**src/rtl/dcr_pkg.sv**
```systemverilog
// package: widths and types for the distance constraint relax block
`default_nettype none
package dcr_pkg;
  localparam int POS_W = 32;
  localparam int FRAC_BITS_DEF = 16;
  localparam int REST_W = 31;
  localparam int ERR_W = 31;
  localparam int MAG_W = 35;
  localparam int D_W = 33;
  localparam int SUM_W = 68;
  localparam int PROD_W = 66;
  localparam int QROOT_STEPS = 34;
  localparam int DIV_STEPS = 66;

  typedef struct packed {
    logic pa;
    logic pb;
    logic [REST_W-1:0] rest;
  } dcr_ctl_t;
endpackage
`default_nettype wire

```
**src/rtl/dcr_sqrt_stage.sv**
```systemverilog
// one step of a restoring square root: decides one result bit per stage
`default_nettype none
module dcr_sqrt_stage #(
  parameter int BIT = 0
) (
  input  wire logic                      clk,
  input  wire logic                      vld_i,
  input  wire logic [dcr_pkg::SUM_W-1:0] rem_i,
  input  wire logic [dcr_pkg::MAG_W-1:0] root_i,
  output logic                           vld_o,
  output logic [dcr_pkg::SUM_W-1:0]      rem_o,
  output logic [dcr_pkg::MAG_W-1:0]      root_o
);
  import dcr_pkg::*;
  logic [SUM_W+1:0] trial;
  logic [SUM_W-1:0] rem_r;
  logic [MAG_W-1:0] root_r;
  logic             vld_r;

  // trial = (2*root + 2^bit) << bit
  assign trial = ({{(SUM_W+2-MAG_W){1'b0}}, root_i} << (BIT + 1))
               | ({{(SUM_W+1){1'b0}}, 1'b1} << (2 * BIT));

  always_ff @(posedge clk) begin
    vld_r <= vld_i;
    if ({2'b00, rem_i} >= trial) begin
      rem_r  <= rem_i - trial[SUM_W-1:0];
      root_r <= root_i | (MAG_W'(1) << BIT);
    end else begin
      rem_r  <= rem_i;
      root_r <= root_i;
    end
  end
  assign vld_o  = vld_r;
  assign rem_o  = rem_r;
  assign root_o = root_r;
endmodule
`default_nettype wire

```
**config.mk**
```make
export PLATFORM = sky130hd
export DESIGN_NAME = dcr_sqrt_stage
export DESIGN_NICKNAME = d
export VERILOG_FILES = /design/src/rtl/dcr_pkg.sv /design/src/rtl/dcr_sqrt_stage.sv
export SDC_FILE = /design/constraint.sdc
export NUM_CORES = 1
export LEC_CHECK = 0
export ABC_CLOCK_PERIOD_IN_PS = 5200
export BUFFER_PORTS_ARGS = -buffer_cell sky130_fd_sc_hd__buf_4
export CAP_MARGIN = 0
export CORE_MARGIN = 2
export CORE_UTILIZATION = 25
export DETAILED_ROUTE_END_ITERATION = 16
export PLACE_DENSITY = 0.52
export SETUP_SLACK_MARGIN = 0.02
export SYNTH_ARGS = -nofsm -noshare
export SYNTH_HDL_FRONTEND = slang
export SYNTH_SLANG_ARGS = --single-unit
```
**constraint.sdc**
```tcl
create_clock -name clk -period 5.2 [get_ports clk]
set_clock_uncertainty 0.2 [all_clocks]
set_input_delay 0.78 -clock clk [delete_from_list [all_inputs] [get_ports clk]]
set_output_delay 0.78 -clock clk [all_outputs]
set_load 0.02 [all_outputs]
```
Word level (Yosys, flattened, before mapping) --
Cells that the tools add are included. Widths: inputs -> output; s select.
Cells by class: add/subtract/negate cells 1, magnitude comparators 1, multiplexer cells 1
Operators by type and width (count):
- $ge 68x36->1 | 1
- $mux 68 | 1
- $sub 68x36->68 | 1
Word-level totals: register bits after elaboration 104, input port bits 105, output and inout bits 104, logic and storage cells 7

Logic depth before layout (Yosys ltp) --
depth in word-level cells 2, gate-level depth with buffers 13, mapped depth without buffers 11

Worst setup path after synthesis --
OpenSTA, ideal clock, no wires.
path type in2reg, start input port root_i[19] in the netlist's numbering, end register rem_r[63] (netlist: rem_o[63]), setup time 72 ps, arrival time 3121 ps, required time 4928 ps, setup slack 1808 ps, cell stages on the path 11, buffers on the path 1, path through inv_1 -> ha_1 -> buf_2 -> nand4_2 -> or3_1 -> nor4_1 -> a221o_2 -> o21ai_4 -> or4b_1 -> a21oi_2 -> xor2_1
Between the ends: word-level cells in the longest chain between the ends 2, elaborated cells on any way between the ends 3, classes of those cells 1 x add/sub; 1 x order compare; 1 x mux
Ends and longest elaborated chain:
- start: declaration | RTL line dcr_sqrt_stage.sv:9 | input wire logic [dcr_pkg::MAG_W-1:0] root_i,
- $sub 68x36->68 / $ge 68x36->1 (equally long branches) | RTL line dcr_sqrt_stage.sv:27, dcr_sqrt_stage.sv:26
- $mux 68 * | RTL line dcr_sqrt_stage.sv:26 | if ({2'b00, rem_i} >= trial) begin
- end signal: assignment | RTL line dcr_sqrt_stage.sv:27 | rem_r <= rem_i - trial[SUM_W-1:0];
- end signal: assignment | RTL line dcr_sqrt_stage.sv:30 | rem_r <= rem_i;
- end: declaration | RTL line dcr_sqrt_stage.sv:16 | logic [SUM_W-1:0] rem_r;
Every way passes the cells marked *; elsewhere a longest branch is shown, timed or not. A chain may end at the register's enable or synchronous reset.

Worst setup path after layout --
start input port rem_i[1] in the netlist's numbering, end register rem_r[65] (netlist: rem_o[65])
Between the ends: word-level cells in the longest chain between the ends 2, elaborated cells on any way between the ends 3, classes of those cells 1 x add/sub; 1 x order compare; 1 x mux
Ends and longest elaborated chain:
- start: declaration | RTL line dcr_sqrt_stage.sv:8 | input wire logic [dcr_pkg::SUM_W-1:0] rem_i,
- $sub 68x36->68 / $ge 68x36->1 (equally long branches) | RTL line dcr_sqrt_stage.sv:27, dcr_sqrt_stage.sv:26
- $mux 68 * | RTL line dcr_sqrt_stage.sv:26
Marks and branches as above.

==> summary.txt <==
CTS
  – Cts repair resizes: 0
  – Clk slew on worst S/H paths: 80 ps
  – Max clock buf depth: 2
  – CTS tree: yes
  – Num CTS Buffers: 9
  – H-tree levels: 3
  – Clock root cell: clkbuf_16
  – CTS Hold Bufs: 0
  – Num Clock Sinks: 104
  – Setup Buffers After CTS: 0

Floorplan
  – Die W: 153 um
  – Initial Utilization: 25.4%
  – Num rows: 54
  – Die area: 23300 sq um
  – DIE HEIGHT: about 150 um
  – I/O pin count: 209
  – Core footprint: 21800 sq um

Power
  – Leak: 0.00345 uW
  – Maximum vdd drop: 152 uV
  – Total power: 2290 uW
  – P per Cell Area: 300 nW/um^2

Logic synthesis
  – Post-synth EDFFs: 0
  – Synth Area in Compound Gates: between 15 and 20%
  – Largest family of logic cells by synthesized area: simple AND/OR/NAND/NOR gates
  – Post-synthesis mux area share: 0.181%
  – Ys async rst share: 0%
  – Post-synthesis adder-cell area fraction: 8.51%
  – Sequential area share after synthesis: 37.6%
  – Top_reg_cell synth: dfxtp_1
  – Mapped Cells: 665
  – Syn nets: between 800 and 900
  – Synthesized cell area: 5530 sq um
  – #FFs+latches synth: 104
  – Synth warn: 0
  – XOR/XNOR Fraction of Synth Area: 10.1%
  – Yosys cell types: 63
  – Synth Area in Simple Gates: 20.0%
  – Syn Area/Cell: 8.32 sq um

Timing
  – Final hold slack: between 300 and 400 ps
  – Period utilisation layout: 70.4%
  – Slew Viols, Final: 0
  – Slew @ Worst Pin: 868 ps
  – RSZ-0062 raised after global routing: false
  – Final count of hold timing violations: 0
  – Max Fclk: roughly 270 MHz
  – Setup violators final: 0
  – Final setup TNS: 0 ps
  – Relative slew slack: about two fifths
  – Min Tclk post-route: 3660 ps

Worst hold path
  – Hold WC Path Type: primary input to flip-flop
  – Worst hold endpoint: root_o[34]
  – Hold Crit Depth: 1
  – Worst hold start: root_i[34]

Cells and area
  – Finished Cell Area: between 7000 and 8000 sq um
  – Most common cell after layout, fill and taps aside: buf_4
  – Area added between synthesis and finish: 38.0%
  – Number of fill cells: between 2000 and 2500
  – Final net count: 1002
  – Most frequent cells in the layout: buf_4, dfxtp_1, nor2_1, a21oi_1, inv_1
  – Layout cell share with drive strength beyond 1: 28.4%
  – Final Instance Count excl. Fillers: between 1000 and 1500

Setup path
  – Type of the worst setup path: primary input to flip-flop
  – Arrival time at the worst endpoint: between 3000 and 4000 ps
  – Worst Path Required: 5250 ps
  – Crit start category: primary input
  – Worst setup EP type: flip-flop
  – CP max FO: 9

Detailed routing
  – Vias: 5268
  – Post-DRT Antenna Nets: 0
  – DR WL/cell: 15.5 um
  – Number of vias per cell: 4.59
  – Final WL: 17.8 mm
  – DRC: 0
  – Initial DRC count: 284
  – Pre-antenna DRT Iters: 4

Global routing
  – Antenna violations before repair: 2
  – First-pass GRT wire length: 28.1 mm
  – Vias in the first global route: 5244
  – Largest net degree at the start of global routing: 36
  – GRT Total Usage: 15.2%
  – GRT overflow: 0

Place
  – GPL Wtd Cong: 0.799
  – DP HPWL: ~15 mm
  – PortBufs: 208
  – Cells after DPL: 1129
  – Placed Area: 7350 sq um

Job
  – Max cap viols: 0

Run status
  – Run status: finished, final reports clean
==> synth_stat cells (all sizes together) (2+ instances only) <==
cell	number	area share, %
nand3b	4	0.54
nor3	10	1.0
o21bai	5	0.68
and2	2	0.23
or4	4	0.54
clkbuf	17	1.2
o21a	4	0.54
xnor2	39	6.2
nand2b	7	0.79
xor2	25	4.0
a211oi	5	0.77
o211ai	6	0.81
nand3	17	1.6
nor4	14	1.7
nand4b	2	0.32
nor2b	2	0.23
or3	6	0.77
ha	36	8.1
a31oi	5	0.57
nand2	44	3.0
or2	6	0.68
buf	10	0.95
nor3b	3	0.50
o21ai	37	3.6
a21oi	76	6.9
dfxtp	104	38
nor2	76	5.3
nand4	17	2.0
a221oi	2	0.32
a21o	13	1.8
inv	45	3.1
nor4b	3	0.48
a21boi	2	0.27
==> final cells by class <==
| type | instances | area, sq um | area share, % |
|---|---|---|---|
| diodes | 2 | 5.00 | 0.0656 |
| clock buffers | 9 | 225 | 2.95 |
| well taps | 280 | 350 | 4.59 |
| repair buffers | 211 | 1580 | 20.8 |
| multi-input cells | 489 | 3160 | 41.5 |
| inverters | 45 | 169 | 2.21 |
| clock inverters | 7 | 51.3 | 0.672 |
| flip-flops and latches | 104 | 2080 | 27.3 |
==> cells by family (layout without fill, tap and decap cells) <==
logic type	Yosys count	in the layout
mux	1	1
other cells	0	2
compound gates	168	168
xor+xnor	64	64
fa+ha+maj	37	37
flops	104	104
simple gates	219	219
buf+inv	72	272
==> sequential cells by signal, summed over array words and instances (netlist names) <==
| signal | cells |
|---|---|
| root_o | 35 |
| rem_o | 68 |
| vld_o | 1 |
==> worst max-delay path, stage by stage <==
cell and delay [ps]:
buf_4 90, inv_1 50, fa_1 440, nand2b_1 180, a21oi_1 200, nor2_1 140, o21ai_1 390, a221o_2 320
o21ai_4 100, nor3b_2 650, nand3_1 190, xnor2_1 160
==> through the flow <==
step	utilization [%]	setup WS, ps
floorplan	-	1810
finish	35.1	1540
CTS	35.0	1530
global route	35.0	1260
detailed placement	33.8	1140
global placement	33.8	1230
==> worst max-delay path by stage <==
stage | slack, ps | to | start
4_1_cts | 1530 | rem_o[61] | rem_i[1]
3_3_place_gp | 1230 | rem_o[48] | rem_i[21]
5_1_grt | 1260 | rem_o[45] | root_i[20]
2_1_floorplan | 1810 | rem_o[63] | root_i[19]
3_5_place_dp | 1140 | rem_o[45] | rem_i[1]
6_report | 1540 | rem_o[65] | rem_i[1]
==> routing by layer <==
metal	vias up	part of all wire, %	global-route usage [%]
met5	-	0	0
met4	0	1.8	5.34
met3	17	7.4	4.44
met2	159	45	23.9
met1	2382	46	19.8
li1	2710	-	-
==> power breakdown <==
part / total, uW / internal, uW / switching [uW]
Clock: 669 / 329 / 340
Combinational: 705 / 306 / 399
Sequential: 916 / 890 / 26.0
No activity file was read; power rests on OpenSTA's default activity.
