### config.mk
export PLATFORM = sky130hd
export DESIGN_NAME = dcr_div_stage
export DESIGN_NICKNAME = d
export VERILOG_FILES = /design/src/rtl/dcr_pkg.sv /design/src/rtl/dcr_div_stage.sv
export SDC_FILE = /design/constraint.sdc
export NUM_CORES = 1
export LEC_CHECK = 0
export ABC_AREA = 1
export BUFFER_PORTS_ARGS = -buffer_cell sky130_fd_sc_hd__buf_2
export CAP_MARGIN = 20
export CORE_AREA = 2 2 145 147
export CTS_CLUSTER_DIAMETER = 40
export DETAILED_ROUTE_END_ITERATION = 10
export DIE_AREA = 0 0 147 149
export SETUP_SLACK_MARGIN = 0.4
export SYNTH_ARGS = -nofsm -noshare
export SYNTH_HDL_FRONTEND = slang
export SYNTH_SLANG_ARGS = --single-unit
### constraint.sdc
create_clock -name clk -period 3.5 [get_ports clk]
set_input_delay 0.7 -clock clk [delete_from_list [all_inputs] [get_ports clk]]
set_output_delay 0.7 -clock clk [all_outputs]
set_load 0.02 [all_outputs]
### src/rtl/dcr_pkg.sv
// package: widths and types for the distance constraint relax block
`default_nettype none
package dcr_pkg;
  localparam int POS_W = 32;
  localparam int FRAC_BITS_DEF = 16;
  localparam int REST_W = 31;
  localparam int ERR_W = 31;
  localparam int MAG_W = 35;
  localparam int D_W = 33;
  localparam int SUM_W = 68;
  localparam int PROD_W = 66;
  localparam int QROOT_STEPS = 34;
  localparam int DIV_STEPS = 66;

  typedef struct packed {
    logic pa;
    logic pb;
    logic [REST_W-1:0] rest;
  } dcr_ctl_t;
endpackage
`default_nettype wire

### src/rtl/dcr_div_stage.sv
// one step of a restoring divider lane: one quotient bit per stage
`default_nettype none
module dcr_div_stage (
  input  wire logic                       clk,
  input  wire logic [dcr_pkg::PROD_W-1:0] num_i,
  input  wire logic [dcr_pkg::MAG_W:0]    rem_i,
  input  wire logic [dcr_pkg::PROD_W-1:0] q_i,
  input  wire logic [dcr_pkg::MAG_W:0]    den_i,
  output logic [dcr_pkg::PROD_W-1:0]      num_o,
  output logic [dcr_pkg::MAG_W:0]         rem_o,
  output logic [dcr_pkg::PROD_W-1:0]      q_o
);
  import dcr_pkg::*;
  logic [MAG_W+1:0] sh;
  logic [MAG_W:0]   rem_r;
  logic [PROD_W-1:0] q_r, num_r;

  assign sh = {rem_i, num_i[PROD_W-1]};

  always_ff @(posedge clk) begin
    num_r <= {num_i[PROD_W-2:0], 1'b0};
    if (sh >= {1'b0, den_i}) begin
      rem_r <= (MAG_W+1)'(sh - {1'b0, den_i});
      q_r   <= {q_i[PROD_W-2:0], 1'b1};
    end else begin
      rem_r <= sh[MAG_W:0];
      q_r   <= {q_i[PROD_W-2:0], 1'b0};
    end
  end
  assign num_o = num_r;
  assign rem_o = rem_r;
  assign q_o   = q_r;
endmodule
`default_nettype wire

---- Word-level counts from Yosys, hierarchy flattened ----
Cells that the tools add are included.
Widths: inputs -> output; s select.
word-level totals
  logic and storage cells ................. 7
  bits in registers ....................... 167
  input port bits ......................... 205
  output and inout port bits .............. 168
cells by class
  $lt $le $gt $ge ......................... 1
  add/subtract/negate cells ............... 1
  mux-type cells .......................... 2
operators with widths
  kind            number
  $ge 37x36->1    1
  $mux 36         1
  $sub 36x36->36  1
  $mux 1          1

---- Logic depth before layout (Yosys ltp) ----
Gate-level depths: netlist (run 1).
  word-level depth ........................ 2
  depth in mapped cells ................... 16

---- Least setup slack after synthesis (run 1) ----
OpenSTA, ideal clock, no wires.
  path kind ............................... input to register
  start ................................... input port num_i[65] (netlist bit)
  end ..................................... register rem_r[30], in the netlist rem_o[30]
  setup time .............................. 113 ps
  path slack .............................. 1,239 ps
  data arrival time ....................... 2,148 ps
  stages on the path ...................... 15
  path buffers ............................ 0
  path through ............................ inv_1 ha_1 fa_1 inv_1 nand2_1 nand3_1 nand2_1 nand2_1 nand2_1 nand2_1 nand2_1 nand2_1 nand2_1 nand3_1 nand2_1
on the way
  cells in the longest elaborated chain, start to end .. 2
  elaborated cells between the ends (all ways) .. 3
  those cells by class .................... add/sub (1); order compare (1); mux (1)
RTL lines
  element                                         line                                      source
  start: declaration                              dcr_div_stage.sv:5                        input wire logic [dcr_pkg::PROD_W-1:0] num_i,
  $sub 36x36->36 or $ge 37x36->1 (tied branches)  dcr_div_stage.sv:23, dcr_div_stage.sv:22
  $mux 36 *                                       dcr_div_stage.sv:22                       if (sh >= {1'b0, den_i}) begin
  end signal: assignment                          dcr_div_stage.sv:23                       rem_r <= (MAG_W+1)'(sh - {1'b0, den_i});
  end signal: assignment                          dcr_div_stage.sv:26                       rem_r <= sh[MAG_W:0];
  end: declaration                                dcr_div_stage.sv:15                       logic [MAG_W:0] rem_r;
Every way passes the cells marked *; elsewhere a longest branch is shown, timed or not.

---- Worst setup path in the final report (run 1) ----
  start ................................... input port rem_i[10] (netlist bit)
  end ..................................... register rem_r[20], in the netlist rem_o[20]
on the way
  cells in the longest elaborated chain, start to end .. 2
  elaborated cells between the ends (all ways) .. 3
  those cells by class .................... add/sub (1); order compare (1); mux (1)
RTL lines
  element                                         line                                      source
  start: declaration                              dcr_div_stage.sv:6                        input wire logic [dcr_pkg::MAG_W:0] rem_i,
  $sub 36x36->36 or $ge 37x36->1 (tied branches)  dcr_div_stage.sv:23, dcr_div_stage.sv:22
  $mux 36 *                                       dcr_div_stage.sv:22
Marked as above.

==> run summary, run 1 <==
In this run, post-CTS repair resized a total of 0 instances. The number of fillers in the final layout is 2,123. For the pin with the worst max-slew slack, the measured transition is 0.6218 ns.

Kind of path behind the tightest hold check: in -> reg. Fraction of post-synthesis cell area in the top cell type by area: 49.51%. The logs give 58.49% for the relative slew slack and 0 for the count of hold-fix buffers inserted at cts. The run gives 46.07% as the utilization of the core after routing. The total count of max-transition violations in the final report came out at 0.

The routed layout has 6,597 vias. The tools report the final cell area excluding filler cells as 9470 um2. The starting density of the core was 32.85%; the number of antenna violations at the first check in global routing was 5. In the synthesized netlist the dominant register cell turns out to be dfxtp_1. After synthesis, the share of flip-flops with an asynchronous set or reset is 0%. Once the clock tree was built, the setup fixing pass inserted 0 buffers. For the core area, the log shows 20,560 um2. The cell area that synthesis handed to floorplanning was 6753 um2. The count of input and output buffers is 370.

Via count of the first global-routing pass: 6,375. The run gives 272.0 uV as the maximum vdd drop. The clock buffer count from CTS was 17; the half-perimeter wire length after detailed placement was 18.31 mm. The congestion estimate from routability-driven global placement came to 0.8648. The tools report the number of nets in the finished design as 1,490. TritonCTS built the clock tree.

The cell sitting at the root of the clock tree is a clkbuf_16. The synthesis-stage register bit count is 167, and the mean area per synthesized cell is 7.780 um2. Final number of hold-violating endpoints: 0. In the synthesized netlist, the cells that appear most often are nand2_1, dfxtp_1, inv_1. Type of destination of the critical path: a flip-flop. The path with the worst hold slack has its endpoint at q_o[2]$_DFF_P_.

The number of nets in the synthesized netlist is 1,110. The tools report the final count of negative-setup-slack endpoints as 0. For the worst setup path, the data required time is 3.80 ns. In the global route stage, overall resource usage came out at 19.65%. The time the worst path needs with I/O delays and setup came out at 2.453 ns. Most frequent cell after synthesis: nand2_1.

The tools report the first-pass detailed-route iteration total as 5. For this run, the number of Yosys warnings is 0. The share of post-route cells with drive strength above 1 was 33.54%. In the final routed layout, each cell accounts on average for 14.26 um. The I/O pin total is 373.

Counting flops with a built-in enable in the synthesized netlist gives 0. The reported leakage power was 5.328 nW; the number of routed nets with antenna violations was 0. The total overflow left after global routing is 0. The wire length of the first global-routing pass was 33.41 mm; the clock edge transition at the registers on the reported setup and hold paths was 0.07 ns.

Dividing total power by cell area gives a power density of 528.5 nW/um2. The data arrival time of the critical path was 2.76 ns. After synthesis, the netlist uses 32 different library cells. The clock net in this run drives a total of 167 sinks.

The critical path is of the in -> reg type. The row count was 53; the vertical die dimension was 149 um. The worst hold path begins at q_i[1]. Final cycle utilization of the critical path: 70.07%.

Timing would allow up to 407.7 MHz. The flow ran to the end, and the final reports show no timing, DRC or antenna violations. The worst hold path stage count was 1; the maximum number of pins on one net before global-route repair was 35. The routed design has 21.95 mm of wire. The tools report the gate count after technology mapping as 868. After detailed placement, the total cell area comes to 8875 um2.

The biggest area contributor in the post-synthesis netlist is dfxtp_1. The CTS H-tree depth is 4, and the number of DRC violations after detailed routing is 0. Sorting the synthesized cells by area gives the leading types as dfxtp_1, nand2_1, inv_1, ha_1, nand3_1.

The maximum fanout count along the critical path was 13. Using the TritonRoute via totals, the vias-per-cell ratio works out to 4.287. After routing, the total negative slack on setup checks comes to 0 ns. Setup repair after global routing left no endpoint under its margin. No sink is reached through more buffers than the 2 on the longest clock path. For the die outline area, the log shows 21,900 um2.

The first routing iteration left 304 violations. The tool flagged a number of max-cap violations equal to 0. The share of the Yosys chip area taken by registers is 49.51%.

The area growth from synthesis to layout is 40.24%. Measured along the x axis, the die boundary spans 147 um. The worst setup path is launched from a primary input.
==> critical path, cell delays in order <==
cell and delay [ns]:
buf_2 0.11, ha_1 0.35, nand2_1 0.10, inv_1 0.06, a21oi_1 0.34, nand2_1 0.09
nand2_1 0.06, nand2_1 0.04, nand2_1 0.07, nand4_2 0.29, buf_4 0.33, nand3_1 0.13
nand2_1 0.07
==> flip-flops by register name, indices dropped and copies added, names as in the netlist <==
signal	count
num_o	65
q_o	66
rem_o	36
==> layout make-up <==
cell class,instances,area (um2),share of cell area [%]
Sequential cell,167,3343,35.30
Multi-Input combinational cell,550,2795,29.52
Timing Repair Buffer,372,1867,19.71
Inverter,140,525.5,5.549
Clock buffer,18,429.2,4.532
Tap cell,275,344.1,3.633
Clock inverter,14,158.9,1.678
Antenna cell,3,7.507,0.07927
==> worst max-delay path by stage <==
stage               cells after the start  startpoint           endpoint  slack (ns)
floorplan                              15   num_i[65]  rem_o[30]$_DFF_P_        1.24
global placement                       11   rem_i[25]  rem_o[20]$_DFF_P_        0.61
detailed placement                     11   rem_i[25]  rem_o[20]$_DFF_P_        0.62
CTS                                    11   rem_i[25]  rem_o[20]$_DFF_P_        1.07
global route                           11   rem_i[13]  rem_o[21]$_DFF_P_        0.84
finish                                 13   rem_i[10]  rem_o[20]$_DFF_P_        1.05
==> metrics by stage <==
stage               hold slack [ns]  std cells  total power [mW]  setup slack, ns
finish                       0.3720       1539             5.005            1.047
global route                 0.3491       1538             5.253           0.8421
CTS                          0.3543       1536             5.058            1.067
detailed placement           0.8036       1504             3.233           0.6206
global placement             0.8022       1504             3.226           0.6054
floorplan                    0.7277        868             2.818            1.239
==> cell families (layout without fill, tap and decap cells) <==
kind of cell,Yosys count,count (layout),share of synthesized area [%]
simple gates,453,453,28.61
compound gates,41,41,3.428
xor+xnor,18,18,2.335
buf+inv,151,544,9.098
flops,167,167,49.51
other cells,1,4,0.05553
fa+ha+maj,37,37,6.967
==> where the power goes <==
group	switching, mW	internal, mW	total [mW]
logic	0.698	0.386	1.08
registers	0.0350	2.06	2.10
clock network	0.866	0.955	1.82
==> routing by layer <==
layer / vias up / routed length (um) / GRT usage, %
met4: 4 / 379 / 6.106
met3: 29 / 1376 / 4.465
li1: 3448 / - / -
met2: 211 / 10970 / 35.61
met1: 2905 / 9206 / 23.16
met5: - / 22 / 0
==> cells in the final DEF (no fill, tap or decap), types with 6 or more instances in the layout <==
master and n:
dfxtp_1 167, buf_2 370, o21bai_1 7, nand3_1 81, nand3b_1 9, nand2_2 6
xor2_1 17, nor3_1 7, o21ai_0 6, inv_1 137, clkbuf_16 17, a21oi_1 25
nor2_1 59, nand2_1 273, ha_1 36
Power figures use the tool's default switching activity.
==> run 2: changes to the inputs <==
==> constraint.sdc (replaced) <==
create_clock -name clk -period 2.6 [get_ports clk]
set_input_delay 0.52 -clock clk [delete_from_list [all_inputs] [get_ports clk]]
set_output_delay 0.52 -clock clk [all_outputs]
set_load 0.02 [all_outputs]
==> run 2 against run 1 <==
Compared with the run above: design area is 1.2% higher; first-iteration DRC count grew 1.3%; power is 36% higher; critical path type unchanged; largest power group unchanged; critical path depth grew 3.
==> run summary, run 2 (synthesis results as in run 1) <==
The slowest stage of the critical path is the fa_1 cell. The number of routed nets with antenna violations was 0 (unchanged); the number of nets in the finished design was 1,500 (+0.67%). Wire length of the first global-routing pass: 33.62 mm (+0.62%). The post-route setup TNS is 0 ns (unchanged). The run gives 0 (unchanged) as the total count of max-transition violations in the final report. For the met3 wire length, the log shows 1.402 mm (+1.9%). For the worst path setup slack after routing, the log shows 0.5765 ns (-0.4709 ns). The tools report the required time at the endpoint of the critical path as 2.91 ns (-0.89 ns). The first-pass detailed-route iteration total is 5 (unchanged), and the I/O pin total is 373 (unchanged). The tools report the number of fillers in the final layout as 2,095 (-1.3%). The run gives 0.06947 ns (-0.5511 ns) as the pre-CTS setup slack. Category of the critical setup timing path: in -> reg.

The family of cells with the greatest summed delay on the critical path was simple AND/OR/NAND/NOR gates. The run finished with clean final reports. Timing would allow up to 494.2 MHz. The number of DRC violations after detailed routing was 0 (unchanged); the final count of negative-setup-slack endpoints was 0 (unchanged). Of the available clock period, the critical path in the final layout requires 77.83%. The number of setup buffers added after CTS was 0 (unchanged); the detail-routed net length per standard cell was 14.25 um (about the same). The detailed-routed wire length on met2 was 10.93 mm (-0.32%); the remaining global-route overflow was 0 (unchanged). The largest buffer count on any clock path was 2 (unchanged). The reported leakage power is 5.396 nW (+1.3%), and the power per cell area is 709.2 nW/um2 (+34%). The share of post-route cells with drive strength above 1 was 34.23% (+0.68 points); the met1 wire length was 9.376 mm (+1.8%). The detailed router used layers up to and including met4.

The via count of the first global-routing pass came out at 6,358 (-0.27%). For the die outline area, the log shows 21,900 um2 (unchanged). The clock edge transition at the registers on the reported setup and hold paths works out to 0.07 ns (about the same). The post-synthesis to final-layout area growth works out to 41.99%.

Overall power of the completed layout: 6.800 mW (+36%). The slew at the pin closest to its max-slew limit was 0.6412 ns (+0.01938 ns); the sequential cell area was 3343 um2 (unchanged). The maximum cell stage delay along the critical path works out to 0.41 ns (+0.06 ns).

STA classifies the critical path endpoint as a flip-flop. The global placer's final weighted congestion was 0.8913 (+3.1%); the vertical die dimension was 149 um (unchanged). The number of antenna violations at the first check in global routing was 4 (-1). The tools report the half-perimeter wire length after detailed placement as 18.39 mm (+0.40%).

The core area is 20,560 um2 (unchanged), and the number of sinks on the clock net is 167 (unchanged). The tools report the total wire length after detailed routing as 22.09 mm (+0.62%). The run gives 17 (unchanged) as the clock buffer count from CTS.

The final-layout worst hold slack came out at 0.1860 ns (-0.1859 ns). The relative slew slack came out at 57.19% (-1.3 points). The run gives 0 (unchanged) as the number of maximum-capacitance constraint violations.

The count of input and output buffers is 370 (unchanged), and the starting density of the core is 32.85% (unchanged). In the layout the commonest cells are buf_2, nand2_1, dfxtp_1. The run gives 379.4 uV (+40%) as the maximum vdd drop. The total routing usage reported by global routing came out at 19.80% (+0.15 points). STA classifies the critical path startpoint as a primary input. The time the worst path needs with I/O delays and setup is 2.024 ns. The most numerous cell type found on the critical path is nand2_1. The logs give 0 (unchanged) for the final number of hold-violating endpoints and 53 (unchanged) for the row count. The die extent in x is 147 um (unchanged).

The area of combinational cells with multiple inputs was 2803 um2 (+0.27%). The run gives 2.34 ns (-0.42 ns) as the data arrival time of the critical path. The tools report the maximum number of pins on one net before global-route repair as 35 (unchanged).

Leaving out fill and tap cells, the most frequent cell in the layout is buf_2. Number of vias in the routed layout: 6,592 (-0.076%). The path class of the tightest hold or removal check is in -> reg.

Setup repair after global routing left no endpoint under its margin. TritonCTS built the clock tree. The number of flip-flops under the largest register name works out to 66 (unchanged). The CTS H-tree depth was 4 (unchanged); the maximum fanout count along the critical path was 4 (-9). The critical path goes through buf_2 -> inv_1 -> ha_1 -> fa_1 -> inv_1 -> nand2_1 -> nand3_2 -> nand2_1 -> nand2_1 -> nand2_1 -> nand2_1 -> nand2_1 -> nand2_1 -> nand2_1 -> nand3_1 -> nand2_1. Master cell of the clock root buffer: clkbuf_16. The number of DRC markers after the initial detailed-route iteration is 308 (+1.3%), and the count of buffering cells on the critical path with inverters included is 3 (unchanged). Via density per instance: 4.253 (-0.78%).
[run 2: changes by cell type in the layout (fill, tap and decap cells not counted), sizes merged]
| cell | delta |
|---|---|
| buf | +10 |
| inv | +2 |
| diode | +1 |
| clkinv | -2 |
[run 2: path summary, 6_finish.rpt]
path | from | to | slack [ns] | cells past startpoint
max | num_i[65] | rem_o[24]$_DFF_P_ | 0.58 | 16
min | q_i[53] | q_o[54]$_DFF_P_ | 0.19 | 1
[run 2: layout make-up]
| cell class | count | share of cell area, % |
|---|---|---|
| clock buffer | 18 | 4.476 |
| antenna | 4 | 0.1044 |
| tap | 275 | 3.589 |
| sequential | 167 | 34.87 |
| inverter | 140 | 5.481 |
| multi-input combinational | 550 | 29.23 |
| timing repair buffer | 382 | 20.64 |
| clock inverter | 14 | 1.605 |
[run 2: per-layer routing]
layer	vias to the layer above	track usage [%]
met2	215	34.79
met1	2898	23.65
li1	3457	-
met5	-	0
met3	22	4.832
met4	0	7.115
[run 2: timing repair]
action                                  CTS  global route
hold buffers                              0             0
resized for setup                         0             2
endpoints found under the setup margin    0            34
[run 2: metrics by stage]
step	cell area (um2)	utilization, %	std cells
floorplan	6753	-	868
global placement	8987	43.72	1514
detailed placement	8987	43.72	1514
CTS	9570	46.56	1546
global route	9585	46.63	1549
finish	9588	46.64	1550
[run 2: power by group]
group,leakage (nW),internal (mW),switching [mW],total (mW)
registers,1.41,2.78,0.0468,2.82
clock network,0.282,1.29,1.20,2.49
logic,3.71,0.541,0.948,1.49
==> run 3: changes to the inputs <==
--- a/config.mk
+++ b/config.mk
@@ -5,13 +5,13 @@
 export SDC_FILE = /design/constraint.sdc
 export NUM_CORES = 1
 export LEC_CHECK = 0
-export ABC_AREA = 1
+export ABC_AREA = 0
 export BUFFER_PORTS_ARGS = -buffer_cell sky130_fd_sc_hd__buf_2
 export CAP_MARGIN = 20
-export CORE_AREA = 2 2 145 147
+export CORE_AREA = 2 2 144 146
 export CTS_CLUSTER_DIAMETER = 40
 export DETAILED_ROUTE_END_ITERATION = 10
-export DIE_AREA = 0 0 147 149
+export DIE_AREA = 0 0 146 148
 export SETUP_SLACK_MARGIN = 0.4
 export SYNTH_ARGS = -nofsm -noshare
 export SYNTH_HDL_FRONTEND = slang
==> constraint.sdc (replaced) <==
create_clock -name clk -period 1.9 [get_ports clk]
set_input_delay 0.38 -clock clk [delete_from_list [all_inputs] [get_ports clk]]
set_output_delay 0.38 -clock clk [all_outputs]
set_load 0.02 [all_outputs]
==> run 3 against run 2 <==
Compared with the run above: the run now ends with negative setup slack left; design area rose by 9.1%; synthesized cell count is 37% lower; sequential cell count unchanged; die area down 1.3%; critical path depth is 3 lower; worst setup slack worse by 0.98 ns; synthesized area shrank 14%; sequential share of layout area is 2.9 points lower.
==> run summary, run 3 <==
The pre-CTS setup slack is -0.9770 ns (-1.047 ns). The sequential cell area was 3343 um2 (unchanged); the number of maximum-capacitance constraint violations was 0 (unchanged). The worst hold path stage count works out to 1 (unchanged). The total wire length after detailed routing was 21.05 mm (-4.7%); the number of vias in the routed layout was 5,837 (-11%).

The internal power came out at 7.141 mW (+55%). The run gives 7 (+3) as the number of antenna violations at the first check in global routing. The run finished, with violations left. Area of combinational cells with multiple inputs: 2756 um2 (-1.7%). The critical path is of the in -> reg type. The power per cell area came out at 960.8 nW/um2 (+35%). The run gives 29.09% (-3.8 points) as the starting density of the core. Yosys attributes the largest share of cell area to dfxtp_1, ha_1, a21oi_1, inv_1, a21o_1.

Mean area per synthesized cell: 10.60 um2 (+36%). The clock power share was 35.9% (-0.6 points). Leaving out fill and tap cells, the most frequent cells in the layout are buf_2, dfxtp_1, buf_4.

The CTS H-tree depth was 4 (unchanged); the wire length of the first global-routing pass was 31.13 mm (-7.4%). The final number of hold-violating endpoints was 0 (unchanged). Half-perimeter wire length after detailed placement: 17.11 mm (-7.0%).

The logs give 25.3% (+3.4 points) for the combinational cell fraction of total power and 5829 um2 (-14%) for the post-synthesis instance area. The share of post-route cells with drive strength above 1 is 59.74% (+26 points). The switching portion of total power was 28.94% (-3.3 points). The reported leakage power was 5.249 nW (-2.7%).

The post-synthesis to final-layout area growth is 79.42%, and the clock edge transition at the registers on the reported setup and hold paths is 0.07 ns (about the same). The post-route setup TNS was -12.71 ns (-12.71 ns); the largest buffer count on any clock path was 2 (unchanged). The number of fillers in the final layout was 1,877 (-10%). The logs give 0.8690 (-2.5%) for the global placer's final weighted congestion and 0 (unchanged) for the count of hold-fix buffers inserted at cts.

The net count after synthesis is 792 (-29%), and the required time at the endpoint of the critical path is 2.22 ns (-0.69 ns). Derived from the worst setup path, the maximum achievable clock frequency is 435.0 MHz. For the core area, the log shows 20,040 um2 (-2.5%).

Setup repair after global routing could not meet its margin everywhere. The unique cell type count in the Yosys netlist was 56 (+75%). The logs give 57.35% (+7.8 points) for the portion of the post-synthesis area used by sequential elements and 20 (-43%) for the maximum number of pins on one net before global-route repair. Nature of the critical path startpoint: a primary input. The tools report the final-layout worst hold slack as 0.05570 ns (-0.1303 ns).

The number of flip-flops under the largest register name is 66 (unchanged), and the via density per instance is 4.282 (+0.70%). The total count of max-transition violations in the final report was 0 (unchanged). The number of synthesized flops with an enable pin was 0 (unchanged); the gate count after technology mapping was 550 (-37%). The tools report the part of the total power dissipated in sequential elements as 38.7% (-2.8 points). For the number of routed nets with antenna violations, the log shows 0 (unchanged). The run gives 373 (unchanged) as the I/O pin total.

The via count of the first global-routing pass was 5,811 (-8.6%); the number of DRC violations after detailed routing was 0 (unchanged). The run gives 37 (+37) as the final count of negative-setup-slack endpoints. The die outline area was 21,610 um2 (-1.3%). The final cycle utilization of the critical path came out at 121.0%. The Yosys warning count is 0 (unchanged). STA classifies the critical path endpoint as a flip-flop. Detail-routed net length per standard cell: 15.45 um (+8.4%). Among all flip-flop cells after synthesis, the most frequent one is dfxtp_1. The min-delay analysis places its worst path in the category in -> reg. Number of DRC markers after the initial detailed-route iteration: 164 (-47%). The biggest area contributor in the post-synthesis netlist is dfxtp_1.

The remaining global-route overflow was 0 (unchanged). The number of nets in the finished design was 1,317 (-12%). Die extent in x: 146 um (-0.68%). The run gives 9134 um2 (+1.6%) as the placed cell area. The smallest clock period supported by the final layout is computed as 2.299 ns.

By count the netlist is led by dfxtp_1, a21oi_1, inv_1. The synthesis-stage register bit count came out at 167 (unchanged). On the critical path, the stage with the largest delay is an instance of a211oi_4. The maximum fanout count along the critical path is 19 (+15), and the fraction of post-synthesis cell area in the top cell type by area is 57.35% (+7.8 points). The maximum cell stage delay along the critical path works out to 0.27 ns (-0.14 ns). Final cell area excluding filler cells: 10,460 um2 (+9.1%). TritonCTS built the clock tree. The tools report the first-pass detailed-route iteration total as 4 (-1). Walking the worst path, the cells encountered are buf_8 -> ha_4 -> a211oi_4 -> o21bai_4 -> o21ba_4 -> a21bo_1 -> a21bo_4 -> a21oi_4 -> o41a_1 -> buf_6 -> inv_6 -> buf_12 -> a31o_2.

The logs give 17 (unchanged) for the clock buffer count from CTS and 18.75% (-1.1 points) for the total routing usage reported by global routing. The vertical die dimension was 148 um (-0.67%). The tools report the worst path setup slack after routing as -0.3988 ns (-0.9753 ns). The count of input and output buffers is 370 (unchanged), and the number of sinks on the clock net is 167 (unchanged).

Row count: 52 (-1.9%). Net switching component of the power: 2.908 mW (+33%). The proportion of register bits with asynchronous set or reset after synthesis was 0% (unchanged). The master cell of the clock root buffer is clkbuf_16.

The most frequent cell after synthesis is dfxtp_1. The library cell used most frequently in the layout, excluding fill and tap cells, is buf_2. The data arrival time of the critical path is 2.62 ns (+0.28 ns). For the maximum vdd drop, the log shows 487.3 uV (+28%).

The final reports fail on negative setup slack.
==> run 3: cell count changes in the layout (fill, tap and decap cells not counted), moves of 13 or more <==
cell / change
a21o_1: +20
a21oi_1: +13
buf_4: +130
buf_6: +13
ha_1: -18
ha_4: +16
inv_1: -105
nand2_1: -244
nand3_1: -72
nor2_1: -37
==> run 3: path summary, 6_finish.rpt <==
kind	startpoint	to	slack [ns]
setup / recovery	rem_i[5]	rem_o[10]$_DFF_P_	-0.40
hold / removal	q_i[64]	q_o[65]$_DFF_P_	0.06
==> run 3: area by class of cell <==
type	count	share of cell area, %
clock buffers	19	4.139
well taps	270	3.230
repair buffers	521	30.52
flip-flops and latches	167	31.97
multi-input cells	326	26.35
inverters	42	1.914
diodes	5	0.1196
clock inverters	13	1.759
==> run 3: kinds of logic after synthesis <==
| kind of cell | Yosys count | synth area share (%) |
|---|---|---|
| flip-flops | 167 | 57.35 |
| AO/OA/AOI/OAI | 141 | 16.01 |
| AND/OR/NAND/NOR | 119 | 9.573 |
| buffers and inverters | 57 | 4.701 |
| adder cells (fa/ha/maj) | 37 | 8.070 |
| XOR/XNOR | 27 | 4.057 |
| other | 1 | 0.06433 |
| multiplexers | 1 | 0.1717 |
==> run 3: timing repair <==
action | CTS | global route
gates cloned | 2 | 0
setup endpoints to repair | 37 | 37
setup buffers | 14 | 4
gates resized for setup | 81 | 42
pin swaps | 14 | 28
==> run 3: metal layers <==
metal | share of wire [%] | global-route usage (%) | wire length [um] | up-vias
li1 | - | - | - | 2937
met1 | 40 | 20.74 | 8460 | 2661
met2 | 50 | 33.09 | 10460 | 207
met3 | 7.4 | 6.420 | 1567 | 32
met4 | 2.7 | 7.621 | 562 | 0
met5 | 0 | 0 | 0 | -
==> run 3: critical path, delay by kind of cell <==
family,cells,cell delay (ns)
AOI/OAI and AO/OA,8,1.55
adders and majority gates,1,0.25
buffers and inverters,4,0.43
==> run 3: through the flow <==
step	instances	total power, mW	utilization [%]
finish	1363	10.05	52.19
detailed placement	1306	6.230	45.58
global placement	1306	6.215	45.58
CTS	1354	10.05	51.02
floorplan	550	5.160	-
global route	1361	10.52	52.17
==> run 3: power by group through the flow <==
stage               Clock, mW  Combinational [mW]  Sequential, mW
floorplan                   0               0.790            4.37
global placement            0                2.25            3.97
detailed placement          0                2.26            3.97
CTS                      3.70                2.46            3.89
global route             3.86                2.74            3.92
finish                   3.61                2.55            3.89
